--- config.mk ---
export PLATFORM = sky130hd
export DESIGN_NAME = cawsrt_ctrl
export DESIGN_NICKNAME = d
export VERILOG_FILES = /design/src/rtl/custom_alphabet_word_sorter_assert.svh /design/src/rtl/cawsrt_pkg.sv /design/src/rtl/cawsrt_ctrl.sv
export SDC_FILE = /design/constraint.sdc
export NUM_CORES = 1
export LEC_CHECK = 0
export BUFFER_PORTS_ARGS = -buffer_cell sky130_fd_sc_hd__buf_4
export CORE_MARGIN = 3
export CORE_UTILIZATION = 30
export DETAILED_ROUTE_END_ITERATION = 10
export GPL_TIMING_DRIVEN = 0
export PLACE_DENSITY = 0.62
export SYNTH_ARGS = -nofsm -noshare
export SYNTH_HDL_FRONTEND = slang
export SYNTH_SLANG_ARGS = --single-unit
--- constraint.sdc ---
create_clock -name i_clk -period 1.41 [get_ports i_clk]
set_input_delay 0.282 -clock i_clk [delete_from_list [all_inputs] [get_ports i_clk]]
set_output_delay 0.282 -clock i_clk [all_outputs]
set_load 0.02 [all_outputs]
--- src/rtl/custom_alphabet_word_sorter_assert.svh ---
// ----------------------------------------------------------------------------
// Word sorter assertion macros
// Concurrent check wrappers; compiled out when NO_ASSERTIONS is defined.
// ----------------------------------------------------------------------------
`ifndef CUSTOM_ALPHABET_WORD_SORTER_ASSERT_SVH
`define CUSTOM_ALPHABET_WORD_SORTER_ASSERT_SVH
`ifndef NO_ASSERTIONS
// same-cycle implication
`define CAWS_ASSERT_IMP(lbl, clk, rst_n, ante, cons) \
    lbl: assert property (@(posedge clk) disable iff (!rst_n) (ante) |-> (cons)) \
        else $error("word sorter check failed");
// next-cycle implication
`define CAWS_ASSERT_NXT(lbl, clk, rst_n, ante, cons) \
    lbl: assert property (@(posedge clk) disable iff (!rst_n) (ante) |=> (cons)) \
        else $error("word sorter check failed");
`else
`define CAWS_ASSERT_IMP(lbl, clk, rst_n, ante, cons)
`define CAWS_ASSERT_NXT(lbl, clk, rst_n, ante, cons)
`endif
`endif

--- src/rtl/cawsrt_pkg.sv ---
// ----------------------------------------------------------------------------
// Word sorter package
// Shared constants, codes, control types and the collation key function.
// ----------------------------------------------------------------------------
package cawsrt_pkg;

    localparam int MAX_WORDS_DEF = 64;
    localparam int MAX_LEN_DEF   = 32;
    localparam int ALPHABET      = 26;
    localparam int LETTER_W      = 5;
    localparam int ORDER_W       = LETTER_W * ALPHABET;
    localparam int CFG_DATA_W    = 60;
    localparam int CFG_IDX_W     = 2;

    localparam logic [7:0] CHAR_A      = 8'h41;
    localparam logic [7:0] CHAR_Z      = 8'h5A;
    localparam logic [7:0] CASE_OFFSET = 8'd32;

    localparam logic [CFG_IDX_W-1:0] CFG_ORDER_LOW  = 2'd0;
    localparam logic [CFG_IDX_W-1:0] CFG_ORDER_MID  = 2'd1;
    localparam logic [CFG_IDX_W-1:0] CFG_ORDER_HIGH = 2'd2;

    typedef enum logic [1:0] {
        ACT_APPEND = 2'd0,
        ACT_CLOSE  = 2'd1,
        ACT_SORT   = 2'd2,
        ACT_READ   = 2'd3
    } t_action;

    typedef enum logic [3:0] {
        ST_IDLE,
        ST_SORT,
        ST_INS,
        ST_CHK,
        ST_OTH,
        ST_CMP,
        ST_KEY,
        ST_RD_LEN,
        ST_RD_OUT
    } t_state;

    typedef enum logic [3:0] {
        OP_NONE,
        OP_SORT_BEGIN,
        OP_INS_BEGIN,
        OP_RD_OTHER,
        OP_RD_LENS,
        OP_RD_BYTES,
        OP_KEY_NEXT,
        OP_SHIFT,
        OP_PLACE,
        OP_SORT_END,
        OP_RD_LEN,
        OP_RD_EMIT
    } t_dp_op;

    typedef struct packed {
        logic   in_ready;
        t_dp_op op;
    } t_cmd;

    typedef struct packed {
        logic    in_valid;
        t_action action;
        logic    rd_avail;
        logic    i_done;
        logic    j_zero;
        logic    k_done;
        logic    len_lt;
        logic    key_ne;
        logic    key_lt;
        logic    out_free;
    } t_sts;

    // Collation key: fold bytes above 'Z' down by 32, first matching position wins.
    function automatic logic [LETTER_W-1:0] key_of(input logic [7:0] b,
                                                   input logic [ORDER_W-1:0] order);
        logic [7:0]          c;
        logic [LETTER_W-1:0] k;
        c = b;
        if (c > CHAR_Z) c = c - CASE_OFFSET;
        k = '0;
        for (int p = ALPHABET - 1; p >= 0; p--) begin
            if (CHAR_A + {3'b000, order[LETTER_W*p +: LETTER_W]} == c) k = LETTER_W'(p);
        end
        return k;
    endfunction

endpackage

--- src/rtl/cawsrt_ctrl.sv ---
// ----------------------------------------------------------------------------
// Word sorter controller
// Sequences loading, insertion sort and readback beats.
// ----------------------------------------------------------------------------
module cawsrt_ctrl (
    input  logic              i_clk,
    input  logic              i_rst_n,
    input  cawsrt_pkg::t_sts  i_sts,
    output cawsrt_pkg::t_cmd  o_cmd
);

    cawsrt_pkg::t_state r_state;
    cawsrt_pkg::t_state n_state;

    always_ff @(posedge i_clk) begin
        if (!i_rst_n) begin
            r_state <= cawsrt_pkg::ST_IDLE;
        end else begin
            r_state <= n_state;
        end
    end

    always_comb begin
        n_state = r_state;
        unique case (r_state)
            cawsrt_pkg::ST_IDLE: begin
                if (i_sts.in_valid) begin
                    if (i_sts.action == cawsrt_pkg::ACT_SORT) n_state = cawsrt_pkg::ST_SORT;
                    else if (i_sts.action == cawsrt_pkg::ACT_READ && i_sts.rd_avail)
                        n_state = cawsrt_pkg::ST_RD_LEN;
                end
            end
            cawsrt_pkg::ST_SORT: n_state = cawsrt_pkg::ST_INS;
            cawsrt_pkg::ST_INS: begin
                n_state = i_sts.i_done ? cawsrt_pkg::ST_IDLE : cawsrt_pkg::ST_CHK;
            end
            cawsrt_pkg::ST_CHK: begin
                n_state = i_sts.j_zero ? cawsrt_pkg::ST_INS : cawsrt_pkg::ST_OTH;
            end
            cawsrt_pkg::ST_OTH: n_state = cawsrt_pkg::ST_CMP;
            cawsrt_pkg::ST_CMP: begin
                if (i_sts.k_done)
                    n_state = i_sts.len_lt ? cawsrt_pkg::ST_CHK : cawsrt_pkg::ST_INS;
                else
                    n_state = cawsrt_pkg::ST_KEY;
            end
            cawsrt_pkg::ST_KEY: begin
                if (i_sts.key_ne)
                    n_state = i_sts.key_lt ? cawsrt_pkg::ST_CHK : cawsrt_pkg::ST_INS;
                else
                    n_state = cawsrt_pkg::ST_CMP;
            end
            cawsrt_pkg::ST_RD_LEN: n_state = cawsrt_pkg::ST_RD_OUT;
            cawsrt_pkg::ST_RD_OUT: begin
                if (i_sts.out_free) n_state = cawsrt_pkg::ST_IDLE;
            end
            default: n_state = cawsrt_pkg::ST_IDLE;
        endcase
    end

    always_comb begin
        o_cmd.in_ready = 1'b0;
        o_cmd.op       = cawsrt_pkg::OP_NONE;
        unique case (r_state)
            cawsrt_pkg::ST_IDLE:  o_cmd.in_ready = 1'b1;
            cawsrt_pkg::ST_SORT:  o_cmd.op = cawsrt_pkg::OP_SORT_BEGIN;
            cawsrt_pkg::ST_INS: begin
                o_cmd.op = i_sts.i_done ? cawsrt_pkg::OP_SORT_END : cawsrt_pkg::OP_INS_BEGIN;
            end
            cawsrt_pkg::ST_CHK: begin
                o_cmd.op = i_sts.j_zero ? cawsrt_pkg::OP_PLACE : cawsrt_pkg::OP_RD_OTHER;
            end
            cawsrt_pkg::ST_OTH:   o_cmd.op = cawsrt_pkg::OP_RD_LENS;
            cawsrt_pkg::ST_CMP: begin
                if (i_sts.k_done)
                    o_cmd.op = i_sts.len_lt ? cawsrt_pkg::OP_SHIFT : cawsrt_pkg::OP_PLACE;
                else
                    o_cmd.op = cawsrt_pkg::OP_RD_BYTES;
            end
            cawsrt_pkg::ST_KEY: begin
                if (i_sts.key_ne)
                    o_cmd.op = i_sts.key_lt ? cawsrt_pkg::OP_SHIFT : cawsrt_pkg::OP_PLACE;
                else
                    o_cmd.op = cawsrt_pkg::OP_KEY_NEXT;
            end
            cawsrt_pkg::ST_RD_LEN: o_cmd.op = cawsrt_pkg::OP_RD_LEN;
            cawsrt_pkg::ST_RD_OUT: begin
                if (i_sts.out_free) o_cmd.op = cawsrt_pkg::OP_RD_EMIT;
            end
            default: o_cmd.op = cawsrt_pkg::OP_NONE;
        endcase
    end

endmodule

==> results by group <==
Drt
  • Routed WL: 1401 um
  • Pre-antenna DRT Iters: 2
  • Drt drc: 0
  • DRT antenna net count: 0
  • Vias: 561
  • Initial detailed-routing violation count: 7
  • Routed length per instance: around 13 um
  • Post-DR vias/cell: 5.147

Place
  • Placement Cell Area: 608.1 um^2
  • Setup WS pre-CTS: -0.05100 ns
  • HPWL Detailed: 919.3 um
  • Port Buffer Count: 17
  • GPL Wtd Cong: between 0.7 and 0.8

Layout
  • Core Util, Final: 0.5806
  • Most flops, register: r_state
  • Share of layout cells above drive strength 1: 0.5957
  • Nets: ~110
  • Area Growth Syn to Fin: 74.18%
  • Design Area, Final: 793.3 um^2
  • Max FFs per register: 4
  • Ant. Diodes: 0
  • Top flop regs: r_state (4)

Timing
  • # setup viols final: 5
  • RSZ-0062 raised after global routing: yes
  • Fin Hold WS: 0.2715 ns
  • Setup TNS: -0.7857 ns
  • Final slew viol count: 0
  • Clock Skews: between 0.0015 and 0.002 ns
  • Min Tclk post-route: about 1.6 ns
  • Final period utilization: 1.166
  • Actual slew at the worst max-slew pin: between 0.3 and 0.4 ns
  • Final Hold Vio Count: 0
  • Fmax achieved: approximately 610 MHz
  • Slew margin rel.: 0.7817
  • Setup ws final: -0.2334 ns

Floorplanning
  • Row count: 13
  • CORE AREA: 0.001366 mm^2
  • Initial Util: 0.3333
  • Die height: 44.97 um
  • Chip Width: approximately 45 um
  • # IOs: 18
  • Die ar.: between 0.002 and 0.0025 mm^2

Power and ir drop
  • PD cells: 1833 mW/mm^2
  • Clock Power Share: 0.096
  • Sw frac: 0.4408
  • P_int: 813.0 uW
  • Worst IR Drop VDD: 0.0009171 V
  • Static Leakage: 0.0003431 uW
  • Combinational share of power: 0.723
  • Sequential power share: 0.181
  • Net Sw Power: 640.9 uW

Synthesis
  • Area leader, netlist: dfxtp_1
  • Most frequent cells after synthesis: nor2_1 (10), nand2_1 (6), nor2b_1 (6), o21ai_1 (6)
  • Synthesized area: 455.4 um^2
  • Synthesized flop and latch total: 4
  • Post-synth EDFFs: 0
  • Total nets after synthesis: 77
  • Mapped Cells: 64
  • Asr flop ratio synth: 0
  • Leading post-synthesis cells by cell area: dfxtp_1 (18%), a211oi_2 (11%), nor2_1 (8.2%), nor2b_1 (8.2%), o21ai_1 (6.6%)
  • Yosys warns: 0
  • Synth Area per Inst: 7.116 um^2
  • Top-area cell type share of the netlist area: 0.1758
  • Most common cell in the netlist: nor2_1
  • Seq/Total Area, Yosys: 0.1758
  • Synth cell types: 26
  • Ys flop type: dfxtp_1

Setup path
  • WS Path Type: reg2out
  • Worst reg2reg setup slack: 0.09 ns
  • Critical-path maximum fanout: 5
  • Crit path from: r_state[0]
  • R2R cell count: 6
  • Crit path DAT: about 1.4 ns
  • R2r endpoint: r_state[1]
  • Setup crit end kind: primary output
  • Critical R2R Launch: r_state[0]
  • Req. time, crit path: between 1 and 1.5 ns
  • CP endpoint: o_cmd[1]
  • Setup crit start kind: flop

Clock tree
  • H-Tree Depth: 1
  • Clock root buffer: clkbuf_4
  • Clk pin slew, worst setup/hold paths: about 0.040 ns
  • CTS tree: done
  • CTS max path bufs: 2
  • Skew-Pair Late Insertion Delay: 0.23 ns
  • Cts hold-fix bufs: 0
  • TritonCTS buffer count: 3
  • CTS sink count: 4

Job
  • MaxCap Viol Count: 0

Run status
  • Run status: complete, but fails checks
  • Failing checks: negative setup slack

Global route
  • Number of global-route vias before repair: roughly 570
  • GRT Util Overall: 0.1679
  • Initial antenna violation count: 0
  • Global route overflow: 0
  • First-pass GRT wire length: 2477 um
  • Pin count of the biggest net entering global routing: 11

Hold path
  • Hold crit path type: in2reg
==> how the worst min path moves through the flow <==
| stage | cells past startpoint | to | slack, ns | start |
|---|---|---|---|---|
| 3_3_place_gp | 2 | r_state[3] | 0.51 | i_rst_n |
| 3_5_place_dp | 2 | r_state[3] | 0.51 | i_rst_n |
| 2_1_floorplan | 1 | r_state[3] | 0.40 | i_rst_n |
| 5_1_grt | 2 | r_state[3] | 0.28 | i_rst_n |
| 6_report | 2 | r_state[3] | 0.27 | i_rst_n |
| 4_1_cts | 2 | r_state[3] | 0.27 | i_rst_n |
==> cell type report <==
| type | instances | area [um^2] |
|---|---|---|
| plain buffers | 3 | 33.78 |
| clock buffers | 3 | 22.52 |
| fillers | 123 | 573.1 |
| inverters | 1 | 3.754 |
| multi-input cells | 55 | 404.1 |
| flip-flops and latches | 4 | 92.59 |
| well taps | 15 | 18.77 |
| repair buffers | 28 | 217.7 |
==> timing repair <==
action                                  4_1_cts  5_1_grt
gates resized for setup                      21        5
setup buffers                                 8        3
endpoints found under the setup margin        5        5
pin swaps                                     5        4
==> stage by stage <==
step / total power, uW / instances
final: 1454 / 109
after global routing: 1571 / 109
after CTS: 1391 / 107
after detailed placement: 1014 / 96
after global placement: 1017 / 96
after floorplan: 783.7 / 64
==> layout by cell type (no fill, tap or decap), types with 2 or more instances in the layout <==
master and n:
a211oi_2 3, a21oi_1 4, buf_4 26, buf_6 3, clkbuf_4 4, dfxtp_4 3, nand2_1 5, nand2b_1 2
nand2b_4 2, nor2_1 9, nor2b_1 5, o21ai_1 3, o21ai_2 5
==> power by group through the flow <==
stage	clock [uW]	sequential [uW]	combinational [uW]
floorplan	0	176	608
global placement	0	183	834
detailed placement	0	182	832
CTS	146	215	1030
global route	153	271	1150
finish	140	262	1050
==> cells by family after synthesis <==
group | Yosys count | synth area share
flops | 4 | 0.1758
compound gates | 23 | 0.3654
buf+inv | 5 | 0.09066
simple gates | 32 | 0.3682
==> per-layer routing <==
metal / wire length (um) / GRT usage / vias up
met5: 0 / 0 / -
met2: 715 / 0.2712 / 12
met1: 620 / 0.2139 / 264
met4: 0 / 0.04678 / 0
met3: 66 / 0.05179 / 0
li1: - / - / 285
==> critical path, stage by stage (launching register included) <==
cell      delay (ns)
dfxtp_4         0.36
nand2b_4        0.16
a211oi_4        0.27
nor2_1          0.07
o21ai_1         0.13
buf_4           0.15
(Power assumes the default switching activity.)
